### src/hdl/dbpe_pkg.sv
// Shared package for the disc brush paint engine.
// Holds frame geometry, field widths, operation and button codes, register indexes,
// the command and status structs between controller and datapath, and a square-step helper.
`timescale 1ns / 1ps

package dbpe_pkg;

   // Frame store geometry. The store is addressed as {row, column}.
   localparam int MAX_WIDTH  = 1024;
   localparam int MAX_HEIGHT = 1024;
   localparam int XW         = $clog2(MAX_WIDTH);
   localparam int YW         = $clog2(MAX_HEIGHT);
   localparam int AW         = XW + YW;
   localparam int MEM_DEPTH  = 2 ** AW;

   // Widths of the visible size, able to hold MAX_WIDTH and MAX_HEIGHT themselves.
   localparam int VWW   = $clog2(MAX_WIDTH + 1);
   localparam int VHW   = $clog2(MAX_HEIGHT + 1);
   localparam int FW    = 11;
   localparam int CMPWW = (FW > VWW) ? FW : VWW;
   localparam int CMPHW = (FW > VHW) ? FW : VHW;

   // Field and datapath widths.
   localparam int OPW    = 2;
   localparam int BTNW   = 3;
   localparam int PW     = 12;
   localparam int CW     = 14;
   localparam int COLW   = 24;
   localparam int RW     = 7;
   localparam int DW     = 8;
   localparam int SQW    = 14;
   localparam int CSR_IW = 2;
   localparam int CSR_DW = 24;

   localparam logic [RW-1:0] RADIUS_MIN   = 7'd2;
   localparam logic [RW-1:0] RADIUS_MAX   = 7'd80;
   localparam logic [RW-1:0] RADIUS_RESET = 7'd12;
   localparam logic [RW-1:0] RADIUS_STEP  = 7'd2;

   localparam logic [FW-1:0]   WIDTH_RESET      = 11'd900;
   localparam logic [FW-1:0]   HEIGHT_RESET     = 11'd600;
   localparam logic [COLW-1:0] BRUSH_RESET      = 24'hFFC828;
   localparam logic [COLW-1:0] BACKGROUND_RESET = 24'h0C0C10;

   typedef enum logic [OPW-1:0] {
      OP_PRESS   = 2'd0,
      OP_RELEASE = 2'd1,
      OP_MOTION  = 2'd2,
      OP_READ    = 2'd3
   } op_type;

   localparam logic [BTNW-1:0] BTN_LEFT       = 3'd1;
   localparam logic [BTNW-1:0] BTN_RIGHT      = 3'd3;
   localparam logic [BTNW-1:0] BTN_WHEEL_UP   = 3'd4;
   localparam logic [BTNW-1:0] BTN_WHEEL_DOWN = 3'd5;

   typedef enum logic [CSR_IW-1:0] {
      CSR_FRAME_WIDTH      = 2'd0,
      CSR_FRAME_HEIGHT     = 2'd1,
      CSR_BRUSH_COLOR      = 2'd2,
      CSR_BACKGROUND_COLOR = 2'd3
   } csr_index_type;

   typedef struct packed {
      logic accept;
      logic loop_init;
      logic stamp_step;
      logic fill_step;
      logic clr_step;
      logic rd_issue;
      logic load_rsp;
   } cmd_type;

   typedef struct packed {
      logic is_stamp;
      logic is_fill;
      logic is_read;
      logic stamp_last;
      logic fill_last;
      logic clr_last;
      logic rsp_free;
   } status_type;

   // (d + 1)^2 from d^2: add 2d + 1.
   function automatic logic [SQW-1:0] next_square(input logic [SQW-1:0] sq,
                                                  input logic signed [DW-1:0] d);
      logic signed [SQW:0] t;
      t = $signed({1'b0, sq}) + $signed({{(SQW - DW){d[DW-1]}}, d, 1'b1});
      return t[SQW-1:0];
   endfunction

endpackage

### src/hdl/dbpe_ctrl.sv
// Controller state machine of the paint engine: clearing pass, item intake,
// stamp and fill sweeps, pixel read and result hand-off. Depends on dbpe_pkg.
`timescale 1ns / 1ps

module dbpe_ctrl (
   input  logic               clock,
   input  logic               reset,
   input  logic               req_valid,
   output logic               req_ready,
   input  dbpe_pkg::status_type st,
   output dbpe_pkg::cmd_type  cmd
);
   import dbpe_pkg::*;

   typedef enum logic [6:0] {
      ST_CLEAR    = 7'b0000001,
      ST_IDLE     = 7'b0000010,
      ST_DISPATCH = 7'b0000100,
      ST_STAMP    = 7'b0001000,
      ST_FILL     = 7'b0010000,
      ST_READ     = 7'b0100000,
      ST_RESP     = 7'b1000000
   } state_type;

   state_type state_ff, state_in;

   always_comb begin
      state_in  = state_ff;
      cmd       = '0;
      req_ready = 1'b0;
      unique case (state_ff)
         ST_CLEAR: begin
            cmd.clr_step = 1'b1;
            if (st.clr_last) begin
               state_in = ST_IDLE;
            end
         end
         ST_IDLE: begin
            req_ready  = 1'b1;
            cmd.accept = req_valid;
            if (req_valid) begin
               state_in = ST_DISPATCH;
            end
         end
         ST_DISPATCH: begin
            cmd.loop_init = 1'b1;
            if (st.is_stamp) begin
               state_in = ST_STAMP;
            end else if (st.is_fill) begin
               state_in = ST_FILL;
            end else if (st.is_read) begin
               state_in = ST_READ;
            end else begin
               state_in = ST_RESP;
            end
         end
         ST_STAMP: begin
            cmd.stamp_step = 1'b1;
            if (st.stamp_last) begin
               state_in = ST_RESP;
            end
         end
         ST_FILL: begin
            cmd.fill_step = 1'b1;
            if (st.fill_last) begin
               state_in = ST_RESP;
            end
         end
         ST_READ: begin
            cmd.rd_issue = 1'b1;
            state_in     = ST_RESP;
         end
         ST_RESP: begin
            if (st.rsp_free) begin
               cmd.load_rsp = 1'b1;
               state_in     = ST_IDLE;
            end
         end
         default: begin
            state_in = ST_CLEAR;
         end
      endcase
   end

   always_ff @(posedge clock) begin
      if (reset) begin
         state_ff <= ST_CLEAR;
      end else begin
         state_ff <= state_in;
      end
   end

endmodule

### config.mk
export PLATFORM = sky130hd
export DESIGN_NAME = dbpe_ctrl
export DESIGN_NICKNAME = d
export VERILOG_FILES = /design/src/hdl/dbpe_pkg.sv /design/src/hdl/dbpe_ctrl.sv
export SDC_FILE = /design/constraint.sdc
export NUM_CORES = 1
export LEC_CHECK = 0
export BUFFER_PORTS_ARGS = -buffer_cell sky130_fd_sc_hd__buf_2
export CORE_AREA = 5 5 42 44
export DETAILED_ROUTE_END_ITERATION = 7
export DIE_AREA = 0 0 47 49
export HOLD_SLACK_MARGIN = 0.06
export PLACE_DENSITY_LB_ADDON = 0.25
export SYNTH_ARGS = -nofsm -noshare
export SYNTH_HDL_FRONTEND = slang
export SYNTH_SLANG_ARGS = --single-unit
### constraint.sdc
create_clock -name clock -period 3.5 [get_ports clock]
set_input_delay 0.175 -clock clock [delete_from_list [all_inputs] [get_ports clock]]
set_output_delay 0.175 -clock clock [all_outputs]
set_load 0.05 [all_outputs]
Yosys cells after proc, flatten, opt, wreduce, memory -nomap -nowiden
Cells that the tools add are included.

word-level totals
  word-level logic and storage cells = 32
  register bits = 7
  input bits = 10
  output and inout port bits = 8

cells by class
  reduce and logical (&&, ||, !) cells = 1
  equal/unequal tests = 12
  muxes and demuxes = 18

operators with widths
  cell                  number
  $mux W7               8
  $pmux W7 S7           1
  $ne A2 B2 Y1 const B  5
  $mux W1               9
  $eq A7 B1 Y1 const B  1
  $eq A7 B2 Y1 const B  1
  $eq A7 B3 Y1 const B  1
  $eq A7 B4 Y1 const B  1
  $eq A7 B5 Y1 const B  1
  $eq A7 B6 Y1 const B  1
  $eq A7 B7 Y1 const B  1
  $reduce_and A5 Y1     1

Logic depth before layout (Yosys ltp)
  depth in word-level cells = 4
  depth in mapped cells = 5
  depth with buffers taken out = 4

Least setup slack after synthesis
Ideal clock, no wire load.

  kind = reg-to-output
  from = reg state_ff[6]
  to = out cmd[1] (netlist bit)
  path slack = 0.748 ns
  cell stages (with the launch flop) = 3
  required time = 3.325 ns
  path buffers = 0
  arrival = 2.576 ns
  path through = dfxtp_1 or4_1 nor4b_1

RTL lines
  item                    line             text
  from (decl)             dbpe_ctrl.sv:25  state_type state_ff, state_in;
  from (signal assigned)  dbpe_ctrl.sv:89  state_ff <= state_in;
  to (decl)               dbpe_ctrl.sv:11  output dbpe_pkg::cmd_type cmd

==> results_dict.tcl <==
set metrics [dict create \
    largest_reg_flops 7 \
    io_buffer_count 17 \
    tightest_slew_ns 0.3555 \
    cts-resized-gates 0 \
    drt_wl_total_um 1342 \
    cts.clk_slew.worst_paths_ns 0.05 \
    worstHoldPathType "input port to flop" \
    setup_violations 0 \
    cp_max_fo 9 \
    top_regs "state_ff x7" \
    yosysUniqueCellTypes 34 \
    path_delay_family "simple AND/OR/NAND/NOR gates" \
    initial_core_util_pct 38.48 \
    critPathBufInv 1 \
    htreeDepth 1 \
    ctsHoldBuffers 0 \
    clockBufferDepth 2 \
    avgSynthCellArea_um2 8.560 \
    cts_tree "built" \
    cts-buffers-inserted 3 \
    cp_data_arrival_time_ns 2.11 \
    cp_slowest_cell "or4_1" \
    grt_start_max_net_pins 11 \
    multi_input_area_um2 374.1 \
    cts-root-buf "clkbuf_4" \
    vdd_ir_drop_max_v 0.0002619 \
    row_count 14 \
    synth_cells 63 \
    start_kind "flop" \
    post_cts.repair.setup_buffers 0 \
    io_pins 18 \
    syn_area_um2 539.3 \
    final_common_cell "buf_2" \
    path_cells "or4_1, or2_1, nor2_2, and2_1, buf_2" \
    hold_violations 0 \
    nNetsFinal 93 \
    die_height_um 49 \
    rsz0062_at_grt "false" \
    regMostFlops "state_ff" \
    cap_violations 0 \
    fin_crit_sh_pct 65.24 \
    status "completed" \
    clock_latency_ns 0.25 \
    die_w_um 47 \
    min_period_ns 2.283 \
    synth-adder-area-share_pct 0 \
    max_freq_mhz 437.9 \
    synth-seq-area-share_pct 25.99 \
    drtIter0Drc 10 \
    relSlewSlack_pct 76.30 \
    cts.sinks 7 \
    final_layout_size_suffix_gt1_share_pct 36.59 \
    drc_errors 0 \
    n_antenna_cell 0 \
    final_cell_mix "buf_2, dfxtp_1, nor3_1" \
    placedCellCount 94 \
    holdWs_ns 0.1632 \
    first_global_vias 527 \
    critPathMaxStageDelay_ns 0.63 \
    nFillCells 151 \
    ant_nets 0 \
    p_per_area_nw_per_um2 503.9 \
    tns_ns 0 \
    core-area_um2 1401 \
    crit_required_ns 3.32 \
    dpl.hpwl_um 1049 \
    grt_pass1_wl_um 2270 \
    vias 550 \
    area_delta_synth_final_pct 22.51 \
    synth_xor_xnor_area_share_pct 1.624 \
    skew_ns 0.0006886 \
    post_drt_wl_per_cell_um 13.69 \
    stdcell_count 98 \
    synthSimpleGateAreaFrac_pct 43.39 \
    antenna_found_initial 0 \
    routed_via_density 5.612 \
    synth_compound_area_share_pct 22.51 \
    maxSlewViolCount 0 \
    leakagePower_nw 0.3007 \
    synth_seq_cells 7 \
    synth_nets 73 \
    grt-ovfl-total 0 \
    yosys_warnings 0 \
    dieArea_um2 2303 \
    synthMuxAreaShare_pct 1.856 \
    grtUsageTotal_pct 13.60 \
    firstDrtPassIters 4 \
    seq_area_um2 140.1 \
    synth_top_family_by_area "simple AND/OR/NAND/NOR gates" \
    crit_type "flop to primary output" \
    gp_congestion 0.8051 \
    endpoint_kind "primary output" \
]
[report_power, final]
group | total, mW | internal, mW | switching, mW | leakage, nW
clock network | 0.0733 | 0.0435 | 0.0298 | 0.0150
logic | 0.152 | 0.0571 | 0.0946 | 0.229
registers | 0.108 | 0.0899 | 0.0180 | 0.0570
total | 0.333 | 0.191 | 0.142 | 0.301
[cells by family after synthesis]
kind of cell,count (synthesis)
simple gates,35
compound gates,13
flops,7
buf+inv,6
xor+xnor,1
mux,1
[stage by stage]
| step | setup slack, ns | utilization, % | cell area (um2) | power, mW |
|---|---|---|---|---|
| finish | 1.217 | 47.14 | 660.6 | 0.3329 |
| global route | 1.131 | 47.14 | 660.6 | 0.3555 |
| CTS | 1.211 | 47.14 | 660.6 | 0.3354 |
| detailed placement | 1.503 | 45.27 | 634.4 | 0.2602 |
| global placement | 1.529 | 45.27 | 634.4 | 0.2601 |
| floorplan | 0.7485 | - | 539.3 | 0.2283 |
[layout make-up]
| class | count | area share, % |
|---|---|---|
| Timing Repair Buffer | 17 | 12.88 |
| Clock buffer | 4 | 3.977 |
| Tap cell | 16 | 3.030 |
| Sequential cell | 7 | 21.21 |
| Inverter | 4 | 2.273 |
| Multi-Input combinational cell | 50 | 56.63 |
[worst paths after layout]
kind | slack, ns | from | to | depth (start not counted)
setup reg to reg | 1.68 | state_ff[6] | state_ff[6] | 4
hold / removal | 0.16 | reset | state_ff[3] | 2
hold reg to reg | 0.60 | state_ff[6] | state_ff[6] | 2
setup / recovery | 1.22 | state_ff[6] | cmd[6] | 5
[synthesized netlist by cell type (all sizes together)]
cell | number | area (um2)
a2111oi | 1 | 27.53
a211oi | 1 | 12.51
a21oi | 3 | 15.01
and2 | 1 | 6.260
and3 | 1 | 6.260
buf | 2 | 10.01
dfxtp | 7 | 140.1
inv | 4 | 15.01
mux2i | 1 | 10.01
nand2 | 3 | 11.26
nand2b | 4 | 25.02
nor2 | 3 | 13.77
nor3 | 5 | 25.02
nor3b | 1 | 7.510
nor4 | 3 | 25.02
nor4b | 1 | 8.760
o211a | 2 | 20.02
o21ai | 2 | 10.01
o22ai | 1 | 12.51
o31ai | 2 | 15.01
o41ai | 1 | 8.760
or2 | 2 | 12.52
or2b | 1 | 7.510
or3 | 4 | 30.03
or3b | 4 | 37.54
or4 | 1 | 7.510
or4b | 1 | 10.01
xor2 | 1 | 8.760
[routing by layer]
| metal | vias to the layer above | track usage, % | share of wire [%] |
|---|---|---|---|
| li1 | 272 | - | - |
| met2 | 13 | 17.42 | 45 |
| met5 | - | 0 | 0 |
| met1 | 261 | 18.72 | 46 |
| met3 | 4 | 2.583 | 4.9 |
| met4 | 0 | 11.06 | 3.2 |
No activity file was read; power rests on OpenSTA's default activity.
