**src/hdl/dbpe_pkg.sv**
```systemverilog
// Shared package for the disc brush paint engine.
// Holds frame geometry, field widths, operation and button codes, register indexes,
// the command and status structs between controller and datapath, and a square-step helper.
`timescale 1ns / 1ps

package dbpe_pkg;

   // Frame store geometry. The store is addressed as {row, column}.
   localparam int MAX_WIDTH  = 1024;
   localparam int MAX_HEIGHT = 1024;
   localparam int XW         = $clog2(MAX_WIDTH);
   localparam int YW         = $clog2(MAX_HEIGHT);
   localparam int AW         = XW + YW;
   localparam int MEM_DEPTH  = 2 ** AW;

   // Widths of the visible size, able to hold MAX_WIDTH and MAX_HEIGHT themselves.
   localparam int VWW   = $clog2(MAX_WIDTH + 1);
   localparam int VHW   = $clog2(MAX_HEIGHT + 1);
   localparam int FW    = 11;
   localparam int CMPWW = (FW > VWW) ? FW : VWW;
   localparam int CMPHW = (FW > VHW) ? FW : VHW;

   // Field and datapath widths.
   localparam int OPW    = 2;
   localparam int BTNW   = 3;
   localparam int PW     = 12;
   localparam int CW     = 14;
   localparam int COLW   = 24;
   localparam int RW     = 7;
   localparam int DW     = 8;
   localparam int SQW    = 14;
   localparam int CSR_IW = 2;
   localparam int CSR_DW = 24;

   localparam logic [RW-1:0] RADIUS_MIN   = 7'd2;
   localparam logic [RW-1:0] RADIUS_MAX   = 7'd80;
   localparam logic [RW-1:0] RADIUS_RESET = 7'd12;
   localparam logic [RW-1:0] RADIUS_STEP  = 7'd2;

   localparam logic [FW-1:0]   WIDTH_RESET      = 11'd900;
   localparam logic [FW-1:0]   HEIGHT_RESET     = 11'd600;
   localparam logic [COLW-1:0] BRUSH_RESET      = 24'hFFC828;
   localparam logic [COLW-1:0] BACKGROUND_RESET = 24'h0C0C10;

   typedef enum logic [OPW-1:0] {
      OP_PRESS   = 2'd0,
      OP_RELEASE = 2'd1,
      OP_MOTION  = 2'd2,
      OP_READ    = 2'd3
   } op_type;

   localparam logic [BTNW-1:0] BTN_LEFT       = 3'd1;
   localparam logic [BTNW-1:0] BTN_RIGHT      = 3'd3;
   localparam logic [BTNW-1:0] BTN_WHEEL_UP   = 3'd4;
   localparam logic [BTNW-1:0] BTN_WHEEL_DOWN = 3'd5;

   typedef enum logic [CSR_IW-1:0] {
      CSR_FRAME_WIDTH      = 2'd0,
      CSR_FRAME_HEIGHT     = 2'd1,
      CSR_BRUSH_COLOR      = 2'd2,
      CSR_BACKGROUND_COLOR = 2'd3
   } csr_index_type;

   typedef struct packed {
      logic accept;
      logic loop_init;
      logic stamp_step;
      logic fill_step;
      logic clr_step;
      logic rd_issue;
      logic load_rsp;
   } cmd_type;

   typedef struct packed {
      logic is_stamp;
      logic is_fill;
      logic is_read;
      logic stamp_last;
      logic fill_last;
      logic clr_last;
      logic rsp_free;
   } status_type;

   // (d + 1)^2 from d^2: add 2d + 1.
   function automatic logic [SQW-1:0] next_square(input logic [SQW-1:0] sq,
                                                  input logic signed [DW-1:0] d);
      logic signed [SQW:0] t;
      t = $signed({1'b0, sq}) + $signed({{(SQW - DW){d[DW-1]}}, d, 1'b1});
      return t[SQW-1:0];
   endfunction

endpackage

```
**src/hdl/dbpe_dp.sv**
```systemverilog
// Datapath of the paint engine: configuration registers, brush state, item capture,
// disc and frame sweep counters, store address generation and the result register.
// Depends on dbpe_pkg; drives the frame store ports of a dbpe_ram instance.
`timescale 1ns / 1ps

module dbpe_dp (
   input  logic                        clock,
   input  logic                        reset,
   input  logic [dbpe_pkg::OPW-1:0]    req_operation,
   input  logic [dbpe_pkg::BTNW-1:0]   req_button,
   input  logic signed [dbpe_pkg::PW-1:0] req_pointer_x,
   input  logic signed [dbpe_pkg::PW-1:0] req_pointer_y,
   input  logic                        csr_valid,
   output logic                        csr_ready,
   input  logic [dbpe_pkg::CSR_IW-1:0] csr_index,
   input  logic [dbpe_pkg::CSR_DW-1:0] csr_wdata,
   output logic                        rsp_valid,
   input  logic                        rsp_ready,
   output logic [dbpe_pkg::COLW-1:0]   rsp_pixel_color,
   output logic [dbpe_pkg::RW-1:0]     rsp_brush_radius_now,
   output logic                        rsp_painting_now,
   input  dbpe_pkg::cmd_type           cmd,
   output dbpe_pkg::status_type        st,
   output logic                        mem_wr_en,
   output logic [dbpe_pkg::AW-1:0]     mem_wr_addr,
   output logic [dbpe_pkg::COLW-1:0]   mem_wr_data,
   output logic                        mem_rd_en,
   output logic [dbpe_pkg::AW-1:0]     mem_rd_addr,
   input  logic [dbpe_pkg::COLW-1:0]   mem_rd_data
);
   import dbpe_pkg::*;

   function automatic logic in_frame(input logic signed [CW-1:0] x,
                                     input logic signed [CW-1:0] y,
                                     input logic [VWW-1:0] w,
                                     input logic [VHW-1:0] h);
      return !x[CW-1] && !y[CW-1] &&
             (x < $signed(CW'(w))) && (y < $signed(CW'(h)));
   endfunction

   // Configuration registers.
   logic [FW-1:0]   width_ff, width_in;
   logic [FW-1:0]   height_ff, height_in;
   logic [COLW-1:0] brush_ff, brush_in;
   logic [COLW-1:0] background_ff, background_in;

   // Brush state.
   logic [RW-1:0] radius_ff, radius_in;
   logic          flag_ff, flag_in;

   // Captured item.
   logic [OPW-1:0]        op_ff, op_in;
   logic [BTNW-1:0]       btn_ff, btn_in;
   logic signed [PW-1:0]  px_ff, px_in;
   logic signed [PW-1:0]  py_ff, py_in;

   // Sweep counters.
   logic signed [DW-1:0] dx_ff, dx_in, dy_ff, dy_in;
   logic [SQW-1:0]       dx2_ff, dx2_in, dy2_ff, dy2_in, r2_ff, r2_in;
   logic [XW-1:0]        fx_ff, fx_in;
   logic [YW-1:0]        fy_ff, fy_in;
   logic [AW-1:0]        clr_addr_ff, clr_addr_in;

   // Result register.
   logic            rsp_valid_ff, rsp_valid_in;
   logic [COLW-1:0] pixel_ff, pixel_in;
   logic [RW-1:0]   rad_out_ff, rad_out_in;
   logic            paint_out_ff, paint_out_in;

   logic [VWW-1:0]       vis_w;
   logic [VHW-1:0]       vis_h;
   logic signed [DW-1:0] rad_s;
   logic [SQW-1:0]       rsq;
   logic signed [CW-1:0] cur_x, cur_y, rd_x, rd_y;
   logic                 in_disc, fx_wrap;

   assign vis_w = (CMPWW'(width_ff) > CMPWW'(MAX_WIDTH)) ? VWW'(MAX_WIDTH) : VWW'(width_ff);
   assign vis_h = (CMPHW'(height_ff) > CMPHW'(MAX_HEIGHT)) ? VHW'(MAX_HEIGHT)
                                                            : VHW'(height_ff);

   assign rad_s = $signed({1'b0, radius_ff});
   assign rsq   = SQW'(radius_ff) * SQW'(radius_ff);
   assign cur_x = CW'(px_ff) + CW'(dx_ff);
   assign cur_y = CW'(py_ff) + CW'(dy_ff);
   assign rd_x  = CW'(px_ff);
   assign rd_y  = CW'(py_ff);
   assign in_disc = ({1'b0, dx2_ff} + {1'b0, dy2_ff}) <= {1'b0, r2_ff};
   assign fx_wrap = (VWW'(fx_ff) + VWW'(1)) == vis_w;

   assign csr_ready = 1'b1;

   always_comb begin
      st.is_stamp   = ((op_ff == OP_PRESS) && (btn_ff == BTN_LEFT)) ||
                      ((op_ff == OP_MOTION) && flag_ff);
      st.is_fill    = (op_ff == OP_PRESS) && (btn_ff == BTN_RIGHT) &&
                      (vis_w != '0) && (vis_h != '0);
      st.is_read    = (op_ff == OP_READ) && in_frame(rd_x, rd_y, vis_w, vis_h);
      st.stamp_last = (dx_ff == rad_s) && (dy_ff == rad_s);
      st.fill_last  = fx_wrap && ((VHW'(fy_ff) + VHW'(1)) == vis_h);
      st.clr_last   = &clr_addr_ff;
      st.rsp_free   = !rsp_valid_ff || rsp_ready;
   end

   // Configuration writes.
   always_comb begin
      width_in      = width_ff;
      height_in     = height_ff;
      brush_in      = brush_ff;
      background_in = background_ff;
      if (csr_valid) begin
         unique case (csr_index)
            CSR_FRAME_WIDTH:      width_in      = csr_wdata[FW-1:0];
            CSR_FRAME_HEIGHT:     height_in     = csr_wdata[FW-1:0];
            CSR_BRUSH_COLOR:      brush_in      = csr_wdata[COLW-1:0];
            CSR_BACKGROUND_COLOR: background_in = csr_wdata[COLW-1:0];
            default:              width_in      = width_ff;
         endcase
      end
   end

   // Brush state and item capture. The radius and flag move when the beat is taken,
   // which never affects the disc of the same item.
   always_comb begin
      radius_in = radius_ff;
      flag_in   = flag_ff;
      op_in     = op_ff;
      btn_in    = btn_ff;
      px_in     = px_ff;
      py_in     = py_ff;
      if (cmd.accept) begin
         op_in = req_operation;
         btn_in = req_button;
         px_in = req_pointer_x;
         py_in = req_pointer_y;
         if (req_operation == OP_PRESS) begin
            if (req_button == BTN_LEFT) begin
               flag_in = 1'b1;
            end else if (req_button == BTN_WHEEL_UP) begin
               radius_in = (radius_ff >= RADIUS_MAX - RADIUS_STEP) ? RADIUS_MAX
                                                                  : radius_ff + RADIUS_STEP;
            end else if (req_button == BTN_WHEEL_DOWN) begin
               radius_in = (radius_ff <= RADIUS_MIN + RADIUS_STEP) ? RADIUS_MIN
                                                                  : radius_ff - RADIUS_STEP;
            end
         end else if ((req_operation == OP_RELEASE) && (req_button == BTN_LEFT)) begin
            flag_in = 1'b0;
         end
      end
   end

   // Disc sweep runs row by row over the bounding square; squares are kept by increments.
   always_comb begin
      dx_in       = dx_ff;
      dy_in       = dy_ff;
      dx2_in      = dx2_ff;
      dy2_in      = dy2_ff;
      r2_in       = r2_ff;
      fx_in       = fx_ff;
      fy_in       = fy_ff;
      clr_addr_in = clr_addr_ff;
      if (cmd.loop_init) begin
         dx_in  = -rad_s;
         dy_in  = -rad_s;
         dx2_in = rsq;
         dy2_in = rsq;
         r2_in  = rsq;
         fx_in  = '0;
         fy_in  = '0;
      end
      if (cmd.stamp_step) begin
         if (dx_ff == rad_s) begin
            dx_in  = -rad_s;
            dx2_in = r2_ff;
            dy_in  = dy_ff + DW'(1);
            dy2_in = next_square(dy2_ff, dy_ff);
         end else begin
            dx_in  = dx_ff + DW'(1);
            dx2_in = next_square(dx2_ff, dx_ff);
         end
      end
      if (cmd.fill_step) begin
         if (fx_wrap) begin
            fx_in = '0;
            fy_in = fy_ff + YW'(1);
         end else begin
            fx_in = fx_ff + XW'(1);
         end
      end
      if (cmd.clr_step) begin
         clr_addr_in = clr_addr_ff + AW'(1);
      end
   end

   // Store write port.
   always_comb begin
      mem_wr_en   = 1'b0;
      mem_wr_addr = '0;
      mem_wr_data = '0;
      if (cmd.clr_step) begin
         mem_wr_en   = 1'b1;
         mem_wr_addr = clr_addr_ff;
         mem_wr_data = BACKGROUND_RESET;
      end else if (cmd.fill_step) begin
         mem_wr_en   = 1'b1;
         mem_wr_addr = {fy_ff, fx_ff};
         mem_wr_data = background_ff;
      end else if (cmd.stamp_step) begin
         mem_wr_en   = in_disc && in_frame(cur_x, cur_y, vis_w, vis_h);
         mem_wr_addr = {cur_y[YW-1:0], cur_x[XW-1:0]};
         mem_wr_data = brush_ff;
      end
   end

   assign mem_rd_en   = cmd.rd_issue;
   assign mem_rd_addr = {rd_y[YW-1:0], rd_x[XW-1:0]};

   // Result register: a new beat may load in the cycle the old one is taken.
   always_comb begin
      rsp_valid_in = rsp_valid_ff;
      pixel_in     = pixel_ff;
      rad_out_in   = rad_out_ff;
      paint_out_in = paint_out_ff;
      if (rsp_valid_ff && rsp_ready) begin
         rsp_valid_in = 1'b0;
      end
      if (cmd.load_rsp) begin
         rsp_valid_in = 1'b1;
         pixel_in     = st.is_read ? mem_rd_data : '0;
         rad_out_in   = radius_ff;
         paint_out_in = flag_ff;
      end
   end

   always_ff @(posedge clock) begin
      if (reset) begin
         width_ff      <= WIDTH_RESET;
         height_ff     <= HEIGHT_RESET;
         brush_ff      <= BRUSH_RESET;
         background_ff <= BACKGROUND_RESET;
         radius_ff     <= RADIUS_RESET;
         flag_ff       <= 1'b0;
         clr_addr_ff   <= '0;
         rsp_valid_ff  <= 1'b0;
      end else begin
         width_ff      <= width_in;
         height_ff     <= height_in;
         brush_ff      <= brush_in;
         background_ff <= background_in;
         radius_ff     <= radius_in;
         flag_ff       <= flag_in;
         clr_addr_ff   <= clr_addr_in;
         rsp_valid_ff  <= rsp_valid_in;
      end
   end

   always_ff @(posedge clock) begin
      op_ff        <= op_in;
      btn_ff       <= btn_in;
      px_ff        <= px_in;
      py_ff        <= py_in;
      dx_ff        <= dx_in;
      dy_ff        <= dy_in;
      dx2_ff       <= dx2_in;
      dy2_ff       <= dy2_in;
      r2_ff        <= r2_in;
      fx_ff        <= fx_in;
      fy_ff        <= fy_in;
      pixel_ff     <= pixel_in;
      rad_out_ff   <= rad_out_in;
      paint_out_ff <= paint_out_in;
   end

   assign rsp_valid            = rsp_valid_ff;
   assign rsp_pixel_color      = pixel_ff;
   assign rsp_brush_radius_now = rad_out_ff;
   assign rsp_painting_now     = paint_out_ff;

endmodule

```
**config.mk**
```make
export PLATFORM = sky130hd
export DESIGN_NAME = dbpe_dp
export DESIGN_NICKNAME = d
export VERILOG_FILES = /design/src/hdl/dbpe_pkg.sv /design/src/hdl/dbpe_dp.sv
export SDC_FILE = /design/constraint.sdc
export NUM_CORES = 1
export LEC_CHECK = 0
export ABC_AREA = 0
export BUFFER_PORTS_ARGS = -buffer_cell sky130_fd_sc_hd__buf_2
export CORE_MARGIN = 2
export CORE_UTILIZATION = 30
export DETAILED_ROUTE_END_ITERATION = 16
export MAX_ROUTING_LAYER = met4
export SYNTH_ARGS = -nofsm -noshare
export SYNTH_HDL_FRONTEND = slang
export SYNTH_SLANG_ARGS = --single-unit
export TNS_END_PERCENT = 10
```
**constraint.sdc**
```tcl
create_clock -name clock -period 6.2 [get_ports clock]
set_clock_uncertainty 0.1 [all_clocks]
set_input_delay 0.62 -clock clock [delete_from_list [all_inputs] [get_ports clock]]
set_output_delay 0.62 -clock clock [all_outputs]
set_load 0.1 [all_outputs]
```
# == Word level (Yosys, flattened, before mapping) ==
# Index checks and enable logic that the tools add are counted.
# op_classes
n_addsub,15
multipliers,1
order_cmp,9
eq_ne,16
muxes,38
bitwise,1
reduce_logical,41
# op_table
operator,n
$mux W14,6
$mux W24,3
$mux W10,6
$mux W20,3
$mux W8,6
$add A14 B9 Y14,2
$mux W7,4
$add A12 B8 Y13,2
$lt A13 B12 Y1,2
$lt A12 B12 Y1,2
$add A10 B1 Y11 const B,2
$eq A11 B11 Y1,2
$gt A11 B11 Y1 const B,2
$mux W11,2
$reduce_bool A11 Y1,2
$add A10 B1 Y10 const B,2
$add A20 B1 Y20 const B,1
$reduce_and A20 Y1,1
$logic_and A1 B1 Y1,17
$add A8 B2 Y8 const B,2
$eq A8 B8 Y1,2
$add A14 B14 Y15,1
$le A15 B14 Y1,1
$mul A7 B7 Y14,1
20 further kinds,47
# word_totals
register_bits,238
inputBits,90
output_inout_bits,107
elab_cells,143

# == Logic depth before layout (Yosys ltp) ==
# logic_depth
depth_word,9
ltp_mapped,20
ltp_nobuf,18

# == Worst setup path before layout ==
# Ideal clock, no wire load.
# synth_timing
path_type,reg2out
from,reg dx_ff[0]
to,out mem_wr_en
arrival_ns,5.384
required_time_ns,5.480
path_slack_ns,0.096
stages_incl_launch_ff,16
n_path_buf,0
cell_sequence,edfxtp_1 ha_1 fa_1 a211oi_1 nor2_1 o311a_1 a21o_1 a21oi_1 xnor2_1 ha_1 or4_1 a221oi_2 o211ai_1 a221oi_1 nand4_1 o41ai_2
# synth_between
elab_chain_len,9
word_cells_on_any_way,10
classes_between,add/sub (1); order compare (1); mux (3); reduce/logical (5)
# synth_lines
element,line,text
start: declaration,dbpe_dp.sv:58,"logic signed [DW-1:0] dx_ff, dx_in, dy_ff, dy_in;"
start signal: assignment,dbpe_dp.sv:261,dx_ff <= dx_in;
$add A12 B8 Y13 *,dbpe_dp.sv:83,assign cur_x = CW'(px_ff) + CW'(dx_ff);
"parallel branches: the longest is 2 deep, another holds $lt A13 B12 Y1",-,
$logic_and A1 B1 Y1 *,dbpe_dp.sv:37,return !x[CW-1] && !y[CW-1] &&
$logic_and A1 B1 Y1 *,dbpe_dp.sv:38,(x < $signed(CW'(w))) && (y < $signed(CW'(h)));
$logic_and A1 B1 Y1 *,dbpe_dp.sv:208,"mem_wr_en = in_disc && in_frame(cur_x, cur_y, vis_w, vis_h);"
$mux W1 *,dbpe_dp.sv:207,end else if (cmd.stamp_step) begin
$mux W1 *,dbpe_dp.sv:203,end else if (cmd.fill_step) begin
$mux W1 *,dbpe_dp.sv:199,if (cmd.clr_step) begin
end: declaration,dbpe_dp.sv:24,"output logic mem_wr_en,"
# Mark *: on every way between the ends.

# == Worst setup path after layout ==
# Same ends and word-level chain as after synthesis.

==> impl_metrics.yaml <==
setup_path:
  endpoint_kind: "output pin"
  start_kind: "flop"
  cp.arrival_ns: 5.18
  timing_worst_setup_path_type: "flop to output pin"
  worstPathMaxFanout: 9
  required_ns: 5.48
sta:
  max_slew.worst_pin.slew_ns: 1.153
  rsz0062_at_grt: "no"
  hold_viol: 0
  period_minus_slack_ns: 5.900
  setup_viol: 0
  drv_slew: 0
  fmax_mhz: 169.5
  tns_ns: 0
  slew_headroom_pct: 22.44
  timing.final.crit_share_pct: 95.15
cells_and_area:
  multi_input_area_sq_mm: 0.009661
  drive_gt1_share_pct: 13.82
  n_fill_cell: 5389
  register_area_sq_mm: 0.005725
  utilization_pct: 35.15
  stdcell_count: 2731
  final_nets: 2274
  fin_area_sq_mm: 0.01858
  areaGrowthSynthToFinish_pct: 15.37
pwr:
  powerDensity_mw_per_mm2: 317.1
  ir_worst_vdd_mv: 0.2021
  p_sw_w: 0.002238
  p_comb_share_pct: 38.7
  p_leak_nw: 7.717
  p_total_w: 0.005892
  p_int_w: 0.003654
  swShare_pct: 37.99
  power_frac_seq_pct: 32.5
  p_clk_share_pct: 28.8
drt:
  wl_met2_mm: 24.04
  routed.top_layer: "met4"
  drt-pass1-iter-count: 5
  drtIter0Drc: 962
  via_per_inst: 5.137
  met3_length_mm: 2.569
  detail_route.wl_per_cell_um: 18.00
  vias: 14030
  drtAntennaViolNets: 0
  drt-met1-wl_mm: 21.25
  drcViolationCount: 0
  wl_mm: 49.17
worst_hold_path:
  min_path_type: "input pin to flop"
floorplanning:
  num_rows: 84
  start_util_pct: 30.47
  fp.dieArea_sq_mm: 0.05556
  io_pins: 197
  die_h_um: 235.7
  core_sq_mm: 0.05287
  die_w_um: 235.7
placement:
  dp.cells: 2674
  dp_hpwl_mm: 37.66
  gp_congestion: 0.9546
  numPortBuffers: 192
  place_area_sq_mm: 0.01759
logic_synthesis:
  yosysMostFrequentCell: "nand2_1"
  synthTopCellsByArea: "edfxtp_1 (19%), dfxtp_1 (16%), ha_1 (11%)"
  yosys_warnings: 0
  synth_cells: 1874
  synth-edff-count: 104
  synth.largest_area_cell: "edfxtp_1"
  yosys-top-cells-count: "nand2_1 (279), nor2_1 (165), a21oi_1 (155)"
  synthFlopType: "dfxtp_1"
  postSynth.asyncResetShare_pct: 0
  synth.cell_area_sq_mm: 0.01611
  ys_ff_latch: 234
  yosysTopAreaCellShare_pct: 19.39
  synth_cell_types: 83
  postSynthAreaPerCell_sq_um: 8.595
  ys_seq_area_share_pct: 35.55
grt:
  grt_overflow_total: 0
  grt_antenna_before_repair: 0
  grt_first_pass_wirelength_mm: 76.44
  grt_pass1_vias: 13450
  grt_use_total_pct: 17.76
  grt_max_degree: 99
clock_tree:
  clk_latency_ns: 0.58
  cts_tree: "built"
  clock-sinks: 234
  ctsHoldBuffers: 0
  cts_buffers: 29
  clk_path_buf_depth: 3
  cts_root_buffer: "clkbuf_16"
  cts.htree.levels: 1
  clk_pin_slew_ns: 0.06
job:
  max-cap-violations: 0
run_status:
  status: "finished, final reports clean"
==> critical path, stage by stage (launching register included) <==
cell	delay, ns
edfxtp_1	0.54
ha_1	0.29
fa_1	0.43
a211oi_1	0.25
nor2_1	0.11
o311a_1	0.35
a21o_1	0.21
a21oi_1	0.19
xnor2_1	0.09
ha_1	0.18
or4_1	0.54
a221oi_2	0.18
o211ai_1	0.12
a221oi_1	0.24
nand4_1	0.18
o41ai_4	0.43
buf_6	0.28
==> layer usage <==
| layer | track usage (%) | vias to the layer above |
|---|---|---|
| met4 | 5.153 | 0 |
| li1 | - | 6908 |
| met2 | 30.50 | 383 |
| met3 | 2.404 | 76 |
| met5 | - | - |
| met1 | 21.72 | 6662 |
==> path summary, 6_finish.rpt <==
path	slack [ns]	endpoint	from	depth (start not counted)
hold reg to reg	0.35	brush_ff[7]	brush_ff[7]	2
hold / removal	0.12	py_ff[6]	req_pointer_y[6]	1
setup / recovery	0.30	mem_wr_en	dx_ff[0]	16
setup reg to reg	1.24	dy2_ff[12]	radius_ff[4]	16
==> registers in the layout, indices dropped and copies added (netlist names), 12 cells and up <==
signal,cells
px_ff,12
py_ff,12
clr_addr_ff,20
dy2_ff,14
r2_ff,12
rsp_pixel_color,24
background_ff,24
brush_ff,24
dx2_ff,14
==> layout make-up <==
| class | count | area share [%] |
|---|---|---|
| multi-input cells | 1470 | 51.99 |
| inverters | 72 | 1.454 |
| clock inverters | 12 | 0.5521 |
| flip-flops and latches | 234 | 30.81 |
| well taps | 688 | 4.632 |
| clock buffers | 42 | 4.565 |
| diodes | 2 | 0.02693 |
| repair buffers | 211 | 5.972 |
==> power by group through the flow <==
stage                     Clock (W)  Combinational [W]  Sequential (W)
after floorplan                   0            0.00171         0.00195
after global placement            0            0.00220         0.00195
after detailed placement          0            0.00221         0.00195
after CTS                   0.00174            0.00224         0.00192
after global routing        0.00180            0.00255         0.00193
final                       0.00170            0.00228         0.00192
==> layout by cell type, fill, tap and decap left out, drive strengths merged, types with 23 or more instances in the layout <==
master	instances
nand2	279
nor2	166
xnor2	76
nor3	31
edfxtp	104
clkbuf	42
nand3	55
nand3b	30
xor2	39
ha	147
inv	72
a21o	23
and2	38
o21ai	93
dfxtp	130
a21oi	155
buf	211
==> repair_timing <==
action | CTS | global route
resized for setup | 2 | 4
setup endpoints to repair | 1 | 1
setup buffers | 0 | 1
pin swaps | 0 | 2
==> cell families after synthesis <==
logic type / share of synthesized area [%]
compound gates: 16.52
xor+xnor: 6.253
fa+ha+maj: 13.78
buf+inv: 4.979
flops: 35.55
mux: 1.577
other cells: 0.04663
simple gates: 21.29
==> through the flow <==
| step | worst slack, ns | hold WS (ns) |
|---|---|---|
| 6_report | 0.3005 | 0.1169 |
| 5_1_grt | 0.006782 | 0.08960 |
| 4_1_cts | 0.02158 | 0.08927 |
| 3_5_place_dp | 0.3424 | 0.3469 |
| 3_3_place_gp | 0.3878 | 0.3418 |
| 2_1_floorplan | 0.09602 | 0.3064 |
Note: power is estimated with default switching activity, not from simulation.
